$ cat config.mk
export PLATFORM = sky130hd
export DESIGN_NAME = bsm_out
export DESIGN_NICKNAME = d
export VERILOG_FILES = /design/src/hw/rtl/bsm_pkg.sv /design/src/hw/rtl/bsm_out.sv
export SDC_FILE = /design/constraint.sdc
export NUM_CORES = 1
export LEC_CHECK = 0
export BUFFER_PORTS_ARGS = -buffer_cell sky130_fd_sc_hd__buf_2
export CORE_AREA = 2 2 219 199
export CTS_CLUSTER_SIZE = 20
export DETAILED_ROUTE_END_ITERATION = 7
export DIE_AREA = 0 0 221 201
export GPL_TIMING_DRIVEN = 1
export HOLD_SLACK_MARGIN = 0.06
export PLACE_DENSITY = 0.5
export SLEW_MARGIN = 20
export SYNTH_ARGS = -nofsm -noshare
export SYNTH_HDL_FRONTEND = slang
export SYNTH_SLANG_ARGS = --single-unit
export TNS_END_PERCENT = 5
$ cat constraint.sdc
create_clock -name clk -period 16.1 [get_ports clk]
set_input_delay 1.61 -clock clk [delete_from_list [all_inputs] [get_ports clk]]
set_output_delay 1.61 -clock clk [all_outputs]
set_load 0.01 [all_outputs]
$ cat src/hw/rtl/bsm_pkg.sv
// bsm_pkg: widths, constants, register indexes and shared types of the bus mixer
// used by every module of the stereo bus mixer; depends on nothing
package bsm_pkg;

	localparam int SW    = 24;   // sample width
	localparam int GW    = 16;   // gain field width
	localparam int MW    = 16;   // master gain width
	localparam int BW    = 27;   // internal bus width, signed q4.23
	localparam int QW    = 23;   // soft clip quotient bits
	localparam int DENW  = 30;   // soft clip divisor width
	localparam int CFGW  = 32;   // configuration data width
	localparam int IDXW  = 3;    // configuration index width
	localparam int NTRK  = 4;
	localparam int NBUS  = 4;

	// soft clip unit: sign, check, square, divisor, divider steps, result
	localparam int CLIP_LAT = 4 + QW + 1;
	localparam int LAT      = 2 + CLIP_LAT + 1 + CLIP_LAT + 3;

	localparam logic [BW-1:0]   CLIP_T    = BW'(7969178);
	localparam logic [DENW-1:0] ONE_Q23   = DENW'(8388608);
	localparam logic [GW-1:0]   GAIN_ONE  = 16'd32768;
	localparam logic [22:0]     OUT_SCALE = 23'd8388607;
	localparam logic [BW-1:0]   OUT_MAX   = BW'(8388607);

	localparam logic [MW-1:0]   MASTER_RST = 16'd16384;
	localparam logic [7:0]      ROUTE_RST  = 8'd15;
	localparam logic [CFGW-1:0] GAINS_RST  = 32'h8000_8000;

	typedef enum logic [IDXW-1:0] {
		REG_MASTER = 3'd0,
		REG_ROUTE  = 3'd1,
		REG_TRK0   = 3'd2,
		REG_TRK1   = 3'd3,
		REG_TRK2   = 3'd4,
		REG_TRK3   = 3'd5
	} reg_idx_t;

	typedef struct packed {
		logic vld;
		logic last;
	} ctl_t;

	function automatic logic [GW-1:0] clamp_gain(input logic [GW-1:0] g);
		return (g > GAIN_ONE) ? GAIN_ONE : g;
	endfunction

endpackage

$ cat src/hw/rtl/bsm_out.sv
// bsm_out: output scaling by 8388607/2^23, truncation toward zero and saturation
// depends on bsm_pkg
module bsm_out (
	input  logic                          clk,
	input  logic                          arst_n,
	input  bsm_pkg::ctl_t                 in_ctl,
	input  logic signed [bsm_pkg::BW-1:0] x,
	output bsm_pkg::ctl_t                 out_ctl,
	output logic signed [bsm_pkg::SW-1:0] y
);
	import bsm_pkg::*;

	ctl_t ctl_s1, ctl_s2, ctl_s3;
	logic sgn_s1, sgn_s2;
	logic [BW-1:0]    mag_s1;
	logic [BW+22:0]   p_s2;
	logic signed [SW-1:0] y_s3;

	always_ff @(posedge clk or negedge arst_n) begin
		if (!arst_n) begin
			ctl_s1 <= '0;
			ctl_s2 <= '0;
			ctl_s3 <= '0;
		end else begin
			ctl_s1 <= in_ctl;
			ctl_s2 <= ctl_s1;
			ctl_s3 <= ctl_s2;
		end
	end

	always_ff @(posedge clk) begin
		logic [BW-1:0] o;
		logic [SW-1:0] s;
		sgn_s1 <= x[BW-1];
		mag_s1 <= x[BW-1] ? BW'(-x) : BW'(x);
		sgn_s2 <= sgn_s1;
		p_s2   <= mag_s1 * OUT_SCALE;
		o = p_s2[BW+22:23];
		s = (o > OUT_MAX) ? OUT_MAX[SW-1:0] : o[SW-1:0];
		y_s3   <= sgn_s2 ? $signed(-s) : $signed(s);
	end

	assign out_ctl = ctl_s3;
	assign y       = y_s3;

endmodule

==> run metrics <==
Die Span Y=201 um; P&R area growth vs syn=9.01%; Gate Count Post-Synth=1404; hold_buf cts=0; crit-path cells=inv_1 > fa_1 > inv_1 > fa_1 > fa_1 > inv_1 > fa_1 > fa_1 > inv_1 > fa_1 > inv_1 > fa_1 > inv_1 > ha_1 > a21oi_1 > o21ai_0 > nor3b_1 > a211oi_1 > a211oi_1 > o211ai_1 > a211o_1 > a221oi_1 > xnor2_1; Final Cell Area=around 15000 um2; startpoint class of the critical path=register; Post-DP Area=between 15000 and 20000 um2; Synth Area in Compound Gates=0.0694; number of global-route vias before repair=9980; status=completed; post-synthesis simple-gate area fraction=0.0514; post-synth top area share=0.454; Min Hold Slack=around 0.33 ns; Seq/Total Area, Yosys=0.123; EDFF count, synth=0; Reg2Reg Setup Slack=8.66 ns; CTS Sinks=86; Fmax=134 MHz; Synth Cell Area=between 10000 and 15000 um2; unrepaired setup endpoints after global routing=false; Tmin final=between 7 and 8 ns; final worst path period share=0.462; WP data required=16.40 ns; most frequent cells after synthesis=inv_1, fa_1, ha_1; clock latency on the worst-skew pair=0.37 ns; IO Count=57; Seq cells post-synth=86; Final Wtd Congestion=0.950; share of layout cells above drive strength 1=0.0559; Total Nets Final=1969; Routed WL=35700 um; initial DRC count=approximately 430; largest family of logic cells by synthesized area=adder cells; Max Slew Vio Count=0; count of final setup violators=0; buffer and inverter count on the worst path=6; Vias=between 8000 and 9000; Overflow after GRT=0; dominant cell type by count on the critical path=fa_1; Slew @ Worst Pin=0.834 ns; Worst Hold Class=reg2reg; Top FF cell, synth=dfxtp_1; die footprint=around 44000 um2; mux contribution to synthesized area=0; initial antenna violation count=0; Critical Path AT=7.75 ns; Post-DRT Antenna Nets=0; core area=about 42000 um2; Synth area leader=fa_1; FP Rows=between 70 and 80; Final Skew=around 0.019 ns; CP top delay family=adder cells; postcts setup bufs=0; synthesized area per cell=between 10 and 15 um2; Via-to-Cell Ratio=4.44; ANT cells=0; largest net degree at the start of global routing=29; syn nets=1910; DR pass1 iterations=5; Max stage delay on crit path=0.62 ns; GRT Overall Usage=0.171; die width=221 um; top post-synthesis cells by area=fa_1, ha_1, inv_1, dfxtp_1, xnor2_1; Critical Path Slowest Stage Cell=fa_1; Async SR Flop Fraction=0.0698; CP Capture Type=register; Inserted Clock Buffers=9; post-DR wirelength/cell=17.6 um; most common cell in the netlist=inv_1; Post-Synth Adder-Cell Area=0.588; Yosys warning total=0; Setup TNS=0 ns; CTS resizes=0; final hold violations=0; Root Buffer=clkbuf_16; Starting Density=0.335; Synth cell types=53; first-pass GRT wire length=57700 um; Max-Cap Viols=0; Slew Limit Headroom=0.443; Clock Pin Slew Worst Setup and Hold Paths=~0.08 ns; Port Buf Inserts=56; crit-path max FO=6; post-DP HPWL=around 32000 um; drc violations=0; kind of critical path=reg2reg; CTS tree=yes; Longest Clk Path Bufs=2; H-tree levels=3; XOR/XNOR Fraction of Synth Area=0.0388
[final timing paths]
| check | startpoint | to | cells past startpoint |
|---|---|---|---|
| worst min register to register | sgn_s1 | sgn_s2 | 0 |
| worst max register to register | mag_s1[4] | p_s2[49] | 23 |
| min in group asynchronous | arst_n | ctl_s2[1] | 1 |
| max in group asynchronous | arst_n | out_ctl[1] | 1 |
| worst min-delay path | sgn_s1 | sgn_s2 | 0 |
| worst max-delay path | mag_s1[4] | p_s2[49] | 23 |
[state kept, by name, indices dropped and copies added, names as in the netlist]
name and count:
y 24, sgn_s1 1, ctl_s2 2, out_ctl 2
ctl_s1 2, mag_s1 27, sgn_s2 1, p_s2 27
[cell usage in the layout, fill, tap and decap left out, types with 8 or more instances in the layout]
cell | Yosys | layout
inv_1 | 477 | 477
buf_2 | 0 | 56
nor2_1 | 35 | 35
o21ai_0 | 31 | 31
a21o_1 | 14 | 14
nor3_1 | 9 | 9
ha_1 | 153 | 153
nor2b_1 | 8 | 8
clkbuf_16 | 0 | 9
xor2_1 | 11 | 11
fa_1 | 322 | 322
dfxtp_1 | 80 | 80
nand2_1 | 45 | 45
xnor2_1 | 52 | 52
o31ai_1 | 8 | 8
a21oi_1 | 37 | 37
[layer usage]
| layer | wire length (um) | global-route usage | up-vias |
|---|---|---|---|
| met4 | 446 | 0.0367 | 0 |
| met2 | 15100 | 0.257 | 173 |
| met1 | 18300 | 0.255 | 4464 |
| met3 | 1900 | 0.0328 | 24 |
| li1 | - | - | 4315 |
| met5 | 0 | 0 | - |
[logic make-up after synthesis]
logic type,Yosys count
XOR/XNOR,63
AND/OR/NAND/NOR,147
buffers and inverters,486
adder cells (fa/ha/maj),475
AO/OA/AOI/OAI,147
flip-flops,86
[cell type report]
| cell class | instances | area, um2 |
|---|---|---|
| Clock buffer | 10 | 239 |
| Sequential cell | 86 | 1750 |
| Timing Repair Buffer | 57 | 288 |
| Multi-Input combinational cell | 832 | 10600 |
| Fill cell | 4258 | 26900 |
| Inverter | 477 | 1790 |
| Clock inverter | 6 | 100 |
| Tap cell | 555 | 694 |
[per-stage QoR]
| stage | util | setup slack (ns) | instances |
|---|---|---|---|
| after detailed placement | 0.357 | 8.62 | 2007 |
| after floorplan | - | 9.59 | 1404 |
| after CTS | 0.365 | 8.62 | 2023 |
| after global routing | 0.365 | 8.24 | 2023 |
| final | 0.365 | 8.66 | 2023 |
| after global placement | 0.357 | 8.69 | 2007 |
Power is not shown: default switching activity piles up to over one toggle a cycle in this logic, so the estimate is an artifact.
