==> config.mk <==
export PLATFORM = sky130hd
export DESIGN_NAME = bsm_scale
export DESIGN_NICKNAME = d
export VERILOG_FILES = /design/src/hw/rtl/bsm_pkg.sv /design/src/hw/rtl/bsm_scale.sv
export SDC_FILE = /design/constraint.sdc
export NUM_CORES = 1
export LEC_CHECK = 0
export BUFFER_PORTS_ARGS = -buffer_cell sky130_fd_sc_hd__buf_4
export CAP_MARGIN = 20
export CORE_UTILIZATION = 65
export CTS_CLUSTER_SIZE = 8
export DETAILED_ROUTE_END_ITERATION = 7
export GPL_TIMING_DRIVEN = 1
export PLACE_DENSITY = 0.81
export SLEW_MARGIN = 10
export SYNTH_ARGS = -nofsm -noshare
export SYNTH_HDL_FRONTEND = slang
export SYNTH_SLANG_ARGS = --single-unit
==> constraint.sdc <==
create_clock -name clk -period 0.8 [get_ports clk]
set_clock_uncertainty 0.05 [all_clocks]
set_input_delay 0 -clock clk [delete_from_list [all_inputs] [get_ports clk]]
set_output_delay 0 -clock clk [all_outputs]
set_load 0.02 [all_outputs]
==> src/hw/rtl/bsm_pkg.sv <==
// bsm_pkg: widths, constants, register indexes and shared types of the bus mixer
// used by every module of the stereo bus mixer; depends on nothing
package bsm_pkg;

	localparam int SW    = 24;   // sample width
	localparam int GW    = 16;   // gain field width
	localparam int MW    = 16;   // master gain width
	localparam int BW    = 27;   // internal bus width, signed q4.23
	localparam int QW    = 23;   // soft clip quotient bits
	localparam int DENW  = 30;   // soft clip divisor width
	localparam int CFGW  = 32;   // configuration data width
	localparam int IDXW  = 3;    // configuration index width
	localparam int NTRK  = 4;
	localparam int NBUS  = 4;

	// soft clip unit: sign, check, square, divisor, divider steps, result
	localparam int CLIP_LAT = 4 + QW + 1;
	localparam int LAT      = 2 + CLIP_LAT + 1 + CLIP_LAT + 3;

	localparam logic [BW-1:0]   CLIP_T    = BW'(7969178);
	localparam logic [DENW-1:0] ONE_Q23   = DENW'(8388608);
	localparam logic [GW-1:0]   GAIN_ONE  = 16'd32768;
	localparam logic [22:0]     OUT_SCALE = 23'd8388607;
	localparam logic [BW-1:0]   OUT_MAX   = BW'(8388607);

	localparam logic [MW-1:0]   MASTER_RST = 16'd16384;
	localparam logic [7:0]      ROUTE_RST  = 8'd15;
	localparam logic [CFGW-1:0] GAINS_RST  = 32'h8000_8000;

	typedef enum logic [IDXW-1:0] {
		REG_MASTER = 3'd0,
		REG_ROUTE  = 3'd1,
		REG_TRK0   = 3'd2,
		REG_TRK1   = 3'd3,
		REG_TRK2   = 3'd4,
		REG_TRK3   = 3'd5
	} reg_idx_t;

	typedef struct packed {
		logic vld;
		logic last;
	} ctl_t;

	function automatic logic [GW-1:0] clamp_gain(input logic [GW-1:0] g);
		return (g > GAIN_ONE) ? GAIN_ONE : g;
	endfunction

endpackage

==> src/hw/rtl/bsm_scale.sv <==
// bsm_scale: master volume multiply, floored shift by 14
// depends on bsm_pkg
module bsm_scale (
	input  logic                          clk,
	input  logic                          arst_n,
	input  bsm_pkg::ctl_t                 in_ctl,
	input  logic signed [bsm_pkg::BW-1:0] x,
	input  logic [bsm_pkg::MW-1:0]        master,
	output bsm_pkg::ctl_t                 out_ctl,
	output logic signed [bsm_pkg::BW-1:0] y
);
	import bsm_pkg::*;

	ctl_t ctl_s1;
	logic signed [BW+MW:0] prod_s1;

	always_ff @(posedge clk or negedge arst_n) begin
		if (!arst_n) begin
			ctl_s1 <= '0;
		end else begin
			ctl_s1 <= in_ctl;
		end
	end

	always_ff @(posedge clk) begin
		prod_s1 <= x * $signed({1'b0, master});
	end

	assign out_ctl = ctl_s1;
	assign y       = prod_s1[BW+13:14];

endmodule

==> Flow_metrics.wiki <==
{| class="wikitable"
! Metric !! Value
|-
| Outcome || finished, violations left
|-
| Failing checks || negative setup slack
|-
| # fillers || 1153
|-
| Post-synthesis async set-or-reset flop share || 6.90%
|-
| GRT Residual Overflow || 0
|-
| Synth area leaders || sky130_fd_sc_hd__fa_1 53%, sky130_fd_sc_hd__inv_1 12%, sky130_fd_sc_hd__ha_1 8.2%, sky130_fd_sc_hd__and2_1 7.2%, sky130_fd_sc_hd__nand2_1 6.7%
|-
| Worst setup path class || input pin to flop
|-
| Max Root-Sink Buffers || 2
|-
| Synth Flop Type || sky130_fd_sc_hd__dfxtp_1
|-
| Required time reported for the critical path endpoint || 0.95 ns
|-
| Leading cell type in the layout, fill and taps excluded || sky130_fd_sc_hd__inv_1
|-
| Number of antenna violations at the first check in global routing || 0
|-
| Worst min-delay path category || input pin to flop
|-
| Area post-placement || 0.0174 sq mm
|-
| Share of layout cells above drive strength 1 || 25.6%
|-
| Arrival time of the worst setup path || 5.79 ns
|-
| Placeable core region || 0.0226 sq mm
|-
| Post-Place Worst Slack || -5.17 ns
|-
| Final setup violation count || 31
|-
| Maximum clock frequency || 0.177 GHz
|-
| Via total after detailed routing || 12700
|-
| Total iterations of the first detailed-routing run || 5
|-
| Number of synthesized flops with an enable pin || 0
|-
| Delay-heaviest family, CP || adder cells
|-
| WHS || 0.312 ns
|-
| Root buffer cell || sky130_fd_sc_hd__clkbuf_16
|-
| Vias in the first global route || 14400
|-
| Start point of the critical path || x[13]
|-
| Residual DRC count || 0
|-
| Worst path cell trace || buf_4, and2_1, fa_1, inv_2, fa_1, inv_1, fa_1, fa_1, fa_1, inv_1, fa_1, inv_2, ha_4, nand2_4, buf_4, o21ai_2, o211ai_1, o221ai_4, buf_6, o21ai_4, a31oi_4, mux2i_1, a2111oi_2
|-
| Combined global-route utilization of all metal layers || 40.8%
|-
| Post-route design area || 0.0189 sq mm
|-
| Area growth from synthesis to final layout || 27.0%
|-
| Worst slew margin relative to its limit || 67.6%
|-
| Fin Setup TNS || -119.37 ns
|-
| Total CTS buffers || 5
|-
| Crit end category || flop
|-
| Library cell occupying the most area in the post-synthesis netlist || sky130_fd_sc_hd__fa_1
|-
| Clock sink count || 29
|-
| Initial Utilization || 66.0%
|-
| Die outline width || 153 um
|-
| Iteration-0 DRC Markers || 1034
|-
| Floorplan row count || 55
|-
| Height of the die || 153 um
|-
| Deepest level of the CTS H-tree || 2
|-
| Post-Syn Area per Cell || 9.08 sq um
|-
| Highest-delay cell along the critical path || sky130_fd_sc_hd__fa_1
|-
| Depth of the critical timing path with buffers and inverters included || 23
|-
| DR WL/cell || 21.5 um
|-
| Overall die area || 0.0235 sq mm
|-
| Setup repair after global routing missed its margin || true
|-
| Maximum number of pins on one net before global-route repair || 22
|-
| Mapped Nets || 2183
|-
| Count of final hold-check violations || 0
|-
| Buffering stage count on the worst path with inverters included || 7
|-
| Synthesized flop and latch total || 29
|-
| Nets || 2453
|-
| Area fraction of the dominant cell type after synthesis || 53.3%
|-
| Final setup margin || -4.84 ns
|-
| Remaining antenna violation count || 0
|-
| Register area share after synthesis || 3.96%
|-
| Instance count of the mapped netlist || 1641
|-
| MaxCap Viol Count || 0
|-
| Highest fanout seen on the critical path || 7
|-
| Most frequent cells in the layout || 438 x sky130_fd_sc_hd__inv_1, 378 x sky130_fd_sc_hd__fa_1, 253 x sky130_fd_sc_hd__nand2_1, 240 x sky130_fd_sc_hd__buf_4, 150 x sky130_fd_sc_hd__and2_1
|-
| Count of distinct cell types in the synthesized netlist || 46
|-
| Number of top-level pins || 76
|-
| Startpoint type of the worst setup path || input pin
|-
| Worst slew pin tran || 0.483 ns
|-
| Wire length reported by the detailed router || 47.1 mm
|-
| Routed vias/inst || 5.77
|-
| Top cell by count, worst path || sky130_fd_sc_hd__fa_1
|-
| Post-route fraction of the period consumed by the critical path || 705%
|-
| First-pass GRT wire length || 72.7 mm
|-
| Timing endpoint of the critical path || prod_s1[40]
|-
| Slew Viols, Final || 0
|-
| Clock Pin Slew Worst Setup and Hold Paths || 0.06 ns
|-
| Detailed-placement wirelength estimate || 33.4 mm
|-
| Final GP Congestion || 0.911
|-
| CTS tree || yes
|-
| Final period demand of the worst path || 5.64 ns
|-
| Number of warnings reported in the yosys synthesis log || 0
|-
| Count of buffers inserted at the top-level ports || 75
|-
| Post-synthesis cell area || 0.0149 sq mm
|-
| Number of diodes added for antenna fixing || 0
|-
| Largest stage delay, worst path || 0.59 ns
|}
==> how the worst min path moves through the flow <==
| stage | start | to | slack [ns] | cells after the start |
|---|---|---|---|---|
| finish | in_ctl[0] | out_ctl[0] | 0.31 | 2 |
| detailed placement | arst_n | out_ctl[0] | -0.27 | 1 |
| global route | in_ctl[1] | out_ctl[1] | 0.34 | 2 |
| CTS | in_ctl[0] | out_ctl[0] | 0.31 | 2 |
| global placement | arst_n | out_ctl[0] | -0.27 | 1 |
| floorplan | arst_n | out_ctl[0] | -0.35 | 0 |
==> registers in the layout, indices dropped and copies added (netlist names) <==
name,cells
prod_s1,27
out_ctl,2
==> logic make-up after synthesis <==
logic type / after synthesis / share of synthesized area [%]
compound gates: 67 / 3.33
fa+ha+maj: 495 / 61.6
buf+inv: 531 / 13.4
mux: 1 / 0.0672
flops: 29 / 3.96
xor+xnor: 42 / 2.47
simple gates: 476 / 15.2
==> cell usage after synthesis, types with 2 or more instances <==
| master | count |
|---|---|
| sky130_fd_sc_hd__a31o_2 | 2 |
| sky130_fd_sc_hd__nand4_1 | 4 |
| sky130_fd_sc_hd__and3_1 | 6 |
| sky130_fd_sc_hd__or3_1 | 3 |
| sky130_fd_sc_hd__dfxtp_1 | 27 |
| sky130_fd_sc_hd__inv_1 | 461 |
| sky130_fd_sc_hd__nand2_1 | 266 |
| sky130_fd_sc_hd__o21bai_1 | 2 |
| sky130_fd_sc_hd__nor3_1 | 3 |
| sky130_fd_sc_hd__xnor2_1 | 30 |
| sky130_fd_sc_hd__nand3_1 | 4 |
| sky130_fd_sc_hd__fa_1 | 397 |
| sky130_fd_sc_hd__a21oi_1 | 18 |
| sky130_fd_sc_hd__ha_1 | 98 |
| sky130_fd_sc_hd__or2_2 | 2 |
| sky130_fd_sc_hd__and2_1 | 171 |
| sky130_fd_sc_hd__a31oi_1 | 2 |
| sky130_fd_sc_hd__a211oi_1 | 5 |
| sky130_fd_sc_hd__o21a_1 | 2 |
| sky130_fd_sc_hd__a21o_1 | 5 |
| sky130_fd_sc_hd__clkbuf_1 | 70 |
| sky130_fd_sc_hd__o21ai_0 | 12 |
| sky130_fd_sc_hd__dfrtp_1 | 2 |
| sky130_fd_sc_hd__xor2_1 | 12 |
| sky130_fd_sc_hd__o211ai_1 | 3 |
| sky130_fd_sc_hd__nor2_1 | 14 |
==> per-stage QoR <==
stage	std cells	utilization (%)
6_report	2197	83.8
5_1_grt	2197	83.8
4_1_cts	2179	82.1
3_5_place_dp	2141	76.9
3_3_place_gp	2141	76.9
2_1_floorplan	1641	-
==> metal layers <==
layer / share of wire, % / up-vias / global-route usage [%]
met1: 32 / 6205 / 45.1
met4: 8.9 / 0 / 25.4
li1: - / 5188 / -
met2: 49 / 923 / 71.3
met3: 10 / 364 / 9.47
met5: 0 / - / 0
==> what timing repair did <==
action,4_1_cts,5_1_grt
pin swaps,110,50
endpoints found under the hold margin,4,0
hold buffers,4,0
setup buffers,26,20
setup endpoints to repair,37,42
cloned,2,2
gates resized for setup,190,75
==> area by class of cell <==
class | count | area, sq um | area share (%)
repair buffers | 333 | 3160 | 16.7
multi-input cells | 1081 | 12900 | 68.2
well taps | 285 | 357 | 1.88
clock inverters | 1 | 5.00 | 0.0264
inverters | 461 | 1730 | 9.14
clock buffers | 7 | 153 | 0.807
flip-flops and latches | 29 | 608 | 3.21
Power is not shown: default switching activity piles up to over one toggle a cycle in this logic, so the estimate is an artifact.
