$ cat src/hw/rtl/bsm_pkg.sv
// bsm_pkg: widths, constants, register indexes and shared types of the bus mixer
// used by every module of the stereo bus mixer; depends on nothing
package bsm_pkg;

	localparam int SW    = 24;   // sample width
	localparam int GW    = 16;   // gain field width
	localparam int MW    = 16;   // master gain width
	localparam int BW    = 27;   // internal bus width, signed q4.23
	localparam int QW    = 23;   // soft clip quotient bits
	localparam int DENW  = 30;   // soft clip divisor width
	localparam int CFGW  = 32;   // configuration data width
	localparam int IDXW  = 3;    // configuration index width
	localparam int NTRK  = 4;
	localparam int NBUS  = 4;

	// soft clip unit: sign, check, square, divisor, divider steps, result
	localparam int CLIP_LAT = 4 + QW + 1;
	localparam int LAT      = 2 + CLIP_LAT + 1 + CLIP_LAT + 3;

	localparam logic [BW-1:0]   CLIP_T    = BW'(7969178);
	localparam logic [DENW-1:0] ONE_Q23   = DENW'(8388608);
	localparam logic [GW-1:0]   GAIN_ONE  = 16'd32768;
	localparam logic [22:0]     OUT_SCALE = 23'd8388607;
	localparam logic [BW-1:0]   OUT_MAX   = BW'(8388607);

	localparam logic [MW-1:0]   MASTER_RST = 16'd16384;
	localparam logic [7:0]      ROUTE_RST  = 8'd15;
	localparam logic [CFGW-1:0] GAINS_RST  = 32'h8000_8000;

	typedef enum logic [IDXW-1:0] {
		REG_MASTER = 3'd0,
		REG_ROUTE  = 3'd1,
		REG_TRK0   = 3'd2,
		REG_TRK1   = 3'd3,
		REG_TRK2   = 3'd4,
		REG_TRK3   = 3'd5
	} reg_idx_t;

	typedef struct packed {
		logic vld;
		logic last;
	} ctl_t;

	function automatic logic [GW-1:0] clamp_gain(input logic [GW-1:0] g);
		return (g > GAIN_ONE) ? GAIN_ONE : g;
	endfunction

endpackage

$ cat src/hw/rtl/bsm_clip.sv
// bsm_clip: pipelined soft clipper with a one-bit-per-stage restoring divider
// depends on bsm_pkg
module bsm_clip (
	input  logic                          clk,
	input  logic                          arst_n,
	input  bsm_pkg::ctl_t                 in_ctl,
	input  logic signed [bsm_pkg::BW-1:0] x,
	output bsm_pkg::ctl_t                 out_ctl,
	output logic signed [bsm_pkg::BW-1:0] y
);
	import bsm_pkg::*;

	ctl_t ctl_s1, ctl_s2, ctl_s3, ctl_out_s;
	logic sgn_s1, sgn_s2, sgn_s3, hit_s2, hit_s3;
	logic [BW-1:0]   mag_s1, mag_s2, mag_s3, e_s2, e_s3;
	logic [2*BW-1:0] sq_s3;
	logic signed [BW-1:0] y_out_s;

	// divider stage k holds the state after k quotient bits
	ctl_t            ctl_d [QW+1];
	logic            sgn_d [QW+1];
	logic            hit_d [QW+1];
	logic [BW-1:0]   mag_d [QW+1];
	logic [DENW-1:0] den_d [QW+1];
	logic [DENW-1:0] rem_d [QW+1];
	logic [QW-1:0]   quo_d [QW+1];

	always_ff @(posedge clk or negedge arst_n) begin
		if (!arst_n) begin
			ctl_s1    <= '0;
			ctl_s2    <= '0;
			ctl_s3    <= '0;
			ctl_d[0]  <= '0;
			ctl_out_s <= '0;
		end else begin
			ctl_s1    <= in_ctl;
			ctl_s2    <= ctl_s1;
			ctl_s3    <= ctl_s2;
			ctl_d[0]  <= ctl_s3;
			ctl_out_s <= ctl_d[QW];
		end
	end

	always_ff @(posedge clk) begin
		sgn_s1 <= x[BW-1];
		mag_s1 <= x[BW-1] ? BW'(-x) : BW'(x);

		sgn_s2 <= sgn_s1;
		mag_s2 <= mag_s1;
		hit_s2 <= mag_s1 > CLIP_T;
		e_s2   <= mag_s1 - CLIP_T;

		sgn_s3 <= sgn_s2;
		mag_s3 <= mag_s2;
		hit_s3 <= hit_s2;
		e_s3   <= e_s2;
		sq_s3  <= e_s2 * e_s2;

		// divisor 1 + e^2, first partial remainder is e itself
		sgn_d[0] <= sgn_s3;
		mag_d[0] <= mag_s3;
		hit_d[0] <= hit_s3;
		den_d[0] <= ONE_Q23 + sq_s3[23 +: DENW];
		rem_d[0] <= DENW'(e_s3);
		quo_d[0] <= '0;
	end

	for (genvar k = 0; k < QW; k++) begin : g_div
		logic [DENW:0] two;
		logic          ge;
		assign two = {rem_d[k], 1'b0};
		assign ge  = two >= {1'b0, den_d[k]};

		always_ff @(posedge clk or negedge arst_n) begin
			if (!arst_n) begin
				ctl_d[k+1] <= '0;
			end else begin
				ctl_d[k+1] <= ctl_d[k];
			end
		end

		always_ff @(posedge clk) begin
			sgn_d[k+1] <= sgn_d[k];
			hit_d[k+1] <= hit_d[k];
			mag_d[k+1] <= mag_d[k];
			den_d[k+1] <= den_d[k];
			rem_d[k+1] <= ge ? DENW'(two - {1'b0, den_d[k]}) : two[DENW-1:0];
			quo_d[k+1] <= {quo_d[k][QW-2:0], ge};
		end
	end

	always_ff @(posedge clk) begin
		logic [BW-1:0] ym;
		ym = hit_d[QW] ? (CLIP_T + BW'(quo_d[QW])) : mag_d[QW];
		y_out_s <= sgn_d[QW] ? $signed(-ym) : $signed(ym);
	end

	assign out_ctl = ctl_out_s;
	assign y       = y_out_s;

endmodule

$ cat config.mk
export PLATFORM = sky130hd
export DESIGN_NAME = bsm_clip
export DESIGN_NICKNAME = d
export VERILOG_FILES = /design/src/hw/rtl/bsm_pkg.sv /design/src/hw/rtl/bsm_clip.sv
export SDC_FILE = /design/constraint.sdc
export NUM_CORES = 2
export LEC_CHECK = 0
export BUFFER_PORTS_ARGS = -buffer_cell sky130_fd_sc_hd__buf_2
export CORE_AREA = 2 2 581 583
export CTS_CLUSTER_DIAMETER = 60
export DETAILED_ROUTE_END_ITERATION = 10
export DIE_AREA = 0 0 583 585
export PLACE_DENSITY = 0.59
export SKIP_CTS_REPAIR_TIMING = 1
export SKIP_LAST_GASP = 1
export SYNTH_ARGS = -nofsm -noshare
export SYNTH_HDL_FRONTEND = slang
export SYNTH_SLANG_ARGS = --single-unit
$ cat constraint.sdc
create_clock -name clk -period 8.85 [get_ports clk]
set_input_delay 0 -clock clk [delete_from_list [all_inputs] [get_ports clk]]
set_output_delay 0 -clock clk [all_outputs]
set_load 0.01 [all_outputs]
==> metrics.md <==
| Metric | Value |
|---|---|
| Main flop type after synthesis | dfxtp_1 |
| Post-DP Area | around 0.12 sq mm |
| Synth Instances | 11,600 |
| WL/cell | 15.5 um |
| Routed Antenna Nets | 0 |
| Period Utilization, post-route | between 90 and 100% |
| Reg area | between 0.05 and 0.06 sq mm |
| RSZ-0062 raised after global routing | no |
| Hold EP | sgn_s1$_DFF_P_ |
| Crit-path slowest cell | dfxtp_1 |
| Initial Utilization | between 30% and 40% |
| Final WL | around 260,000 um |
| Final Wtd Congestion | ~0.9 |
| Crit path buf inv count | 7 |
| Async SR Flop Fraction | ~2.2% |
| First-pass GRT wire length | between 400,000 and 500,000 um |
| Largest net degree at the start of global routing | 58 |
| Setup CP Type | reg -> reg |
| Compound-Gate Fraction of Synth Area | between 10% and 20% |
| Gr usage total | between 10% and 20% |
| Max cap viols | 0 |
| Die height | roughly 590 um |
| Rel. slew slack | 22.8% |
| H-Tree Depth | 5 |
| Main combinational cell family by area after synthesis | adder cells |
| Iter 0 DRT Violations | around 3,800 |
| Hold path depth | 2 |
| Sequential fraction of the synthesis area | 44.9% |
| RR Endpoint | sq_s3[52]$_DFF_P_ |
| Crit end category | flop |
| Die Area | 0.341 sq mm |
| Synth Area in Simple Gates | 10.1% |
| Worst-Skew Late Latency | between 0.8 and 0.9 ns |
| Placed Cells | 15,900 |
| Die W | 583 um |
| FP Rows | about 210 |
| CTS clk-pin slew, worst paths | roughly 0.06 ns |
| Reg2reg setup slack | ~0.54 ns |
| Post-Layout Cell Count | 16,500 |
| Multi-input logic area | between 0.05 and 0.06 sq mm |
| Grt ovf | 0 |
| Slew Viols, Final | 0 |
| Worst hold path type | in -> reg |
| TNS Setup | 0 ns |
| Final-layout fill cell count | 32,800 |
| Period minus WS final | slightly above 8 ns |
| Worst reg2reg path startpoint | e_s2[5]$_DFF_P_ |
| Vias in the first global route | 78,000 |
| Final hold vios | 0 |
| Fmax | roughly 0.12 GHz |
| IO Pins | 60 |
| Mux cell area share after synthesis | under 10% |
| Net count after synthesis | ~13,000 |
| Design area | 0.132 sq mm |
| Synth warn | 0 |
| DRC | 0 |
| Worst reg-to-reg path cell count | 26 |
| Clk_skew | between 0.05 and 0.06 ns |
| CP delay by family, top | adder cells |
| Arr. time, crit path | approximately 9 ns |
| Layout net count | roughly 13,000 |
| Crit-path most repeated cell | fa_1 |
| Clock Path Buffers | 4 |
| Status | finished, final reports clean |
| Core ar. | approximately 0.34 sq mm |
| Final setup vio count | 0 |
| Port bufs | 59 |
| Area Overhead vs Synth | 13.4% |
| Worst Tran Pin Value | 1.16 ns |
| Mean Syn Cell Area | around 10 sq um |
| Adder-cell share of the synthesized area | 19.6% |
| Initial antenna violation count | 10 |
| Root buf cell | clkbuf_16 |
| Startpoint types | flop |
| HPWL after detailed placement | approximately 200,000 um |
| Synth Area in XOR/XNOR | roughly 4.6% |
| CTS Buf Count | 270 |
| Hold Path Origin | x[26] |
| EDFF count, synth | 0 |
| Worst Path Max Fanout | 11 |
| Share of layout cells above drive strength 1 | roughly 7% |
| Post-synth design cell area | around 0.12 sq mm |
| Drt pass-1 iters | 6 |
| Data required, critical path | about 9.5 ns |
| Clock sinks | about 2,600 |
| CTS tree | built |
| Crit-path max cell delay | ~0.66 ns |
| Via count | between 70,000 and 80,000 |
| Unique cell type count in the Yosys netlist | 92 |
| Seq cells post-synth | about 2,600 |
| Via density | 4.64 |
| Hold slack | about 0.10 ns |
==> cell type report <==
cell class / instances / area share [%]
inverters: 1713 / 4.87
repair buffers: 201 / 1.17
well taps: 4407 / 4.17
clock buffers: 377 / 5.97
clock inverters: 98 / 0.987
flip-flops and latches: 2599 / 39.6
multi-input cells: 7052 / 43.2
diodes: 7 / 0.0133
==> metal layers <==
layer	vias to the layer above	global-route usage [%]	share of wire (%)
li1	38800	-	-
met1	35700	17.4	43
met2	1332	26.7	49
met3	558	2.29	3.6
met4	8	6.73	4.6
met5	-	0	0.019
==> cells by family after synthesis <==
group,count (synthesis)
adders and majority gates,1476
buffers and inverters,1915
xor gates and xnor gates,607
and+or+nand+nor,2446
muxes,258
DFF,2599
AOI/OAI and AO/OA,2265
==> metrics by stage <==
stage	setup WS (ns)	utilization (%)
final	0.542	39.4
after global routing	0.124	39.4
after CTS	0.439	39.2
after detailed placement	0.522	36.4
after global placement	0.662	36.4
after floorplan	1.65	-
==> worst max path at each step <==
stage,from,end,slack (ns),cells after the start
after CTS,e_s2[5]$_DFF_P_,sq_s3[52]$_DFF_P_,0.44,26
final,e_s2[5]$_DFF_P_,sq_s3[52]$_DFF_P_,0.54,26
after detailed placement,e_s2[5]$_DFF_P_,sq_s3[52]$_DFF_P_,0.52,26
after global routing,e_s2[5]$_DFF_P_,sq_s3[52]$_DFF_P_,0.12,26
after floorplan,e_s2[6]$_DFF_P_,sq_s3[52]$_DFF_P_,1.65,26
after global placement,e_s2[5]$_DFF_P_,sq_s3[52]$_DFF_P_,0.66,26
==> Yosys cell counts, drive strengths merged, types with 59 or more instances <==
cell type / instances / share of area, %
dfxtp: 2543 / 44
inv: 1711 / 5.5
ha: 889 / 9.5
nand2: 825 / 2.7
o21ai: 621 / 2.7
a21oi: 617 / 2.7
fa: 587 / 10
nor2: 529 / 1.7
xnor2: 371 / 2.8
a21o: 304 / 2.0
xor2: 236 / 1.8
mux2: 225 / 2.2
clkbuf: 177 / 0.57
and2: 175 / 0.94
nand3: 160 / 0.69
nor3: 157 / 0.67
nor2b: 123 / 0.66
o21a: 109 / 0.70
nand2b: 107 / 0.57
o31ai: 102 / 0.66
a211oi: 86 / 0.56
and3: 81 / 0.44
nand4: 72 / 0.39
a31oi: 59 / 0.32
or3: 59 / 0.32
==> cells in the final DEF, fill, tap and decap left out, types with 39 or more instances in the layout <==
master	count
clkbuf_1	48
dfxtp_1	2542
a31oi_1	58
xnor2_1	371
nor2_1	526
o21ai_0	604
fa_1	587
and3_1	80
nand3_1	160
o21bai_1	51
and2_1	175
dfrtp_1	56
o21a_1	109
mux2_2	211
or3_1	59
nand4_1	72
o31ai_1	102
nor4_1	39
buf_2	59
dlygate4sd3_1	74
a21o_1	303
nor2b_1	123
o211ai_1	41
clkbuf_8	46
nor3_1	157
inv_1	1709
a21oi_1	614
nand2_1	825
buf_4	68
nand2b_1	107
a211oi_1	85
clkbuf_16	283
xor2_1	236
ha_1	889
==> flip-flops by register name, summed over array words and instances, names as in the netlist, 2 cells and up <==
| signal | cells |
|---|---|
| ctl_d | 48 |
| ctl_s1 | 2 |
| ctl_s2 | 2 |
| ctl_s3 | 2 |
| den_d | 690 |
| e_s2 | 27 |
| e_s3 | 26 |
| hit_d | 24 |
| mag_d | 648 |
| mag_s1 | 27 |
| mag_s2 | 26 |
| mag_s3 | 26 |
| out_ctl | 2 |
| quo_d | 276 |
| rem_d | 686 |
| sgn_d | 24 |
| sq_s3 | 31 |
| y | 27 |
Power is not shown: default switching activity piles up to over one toggle a cycle in this logic, so the estimate is an artifact.
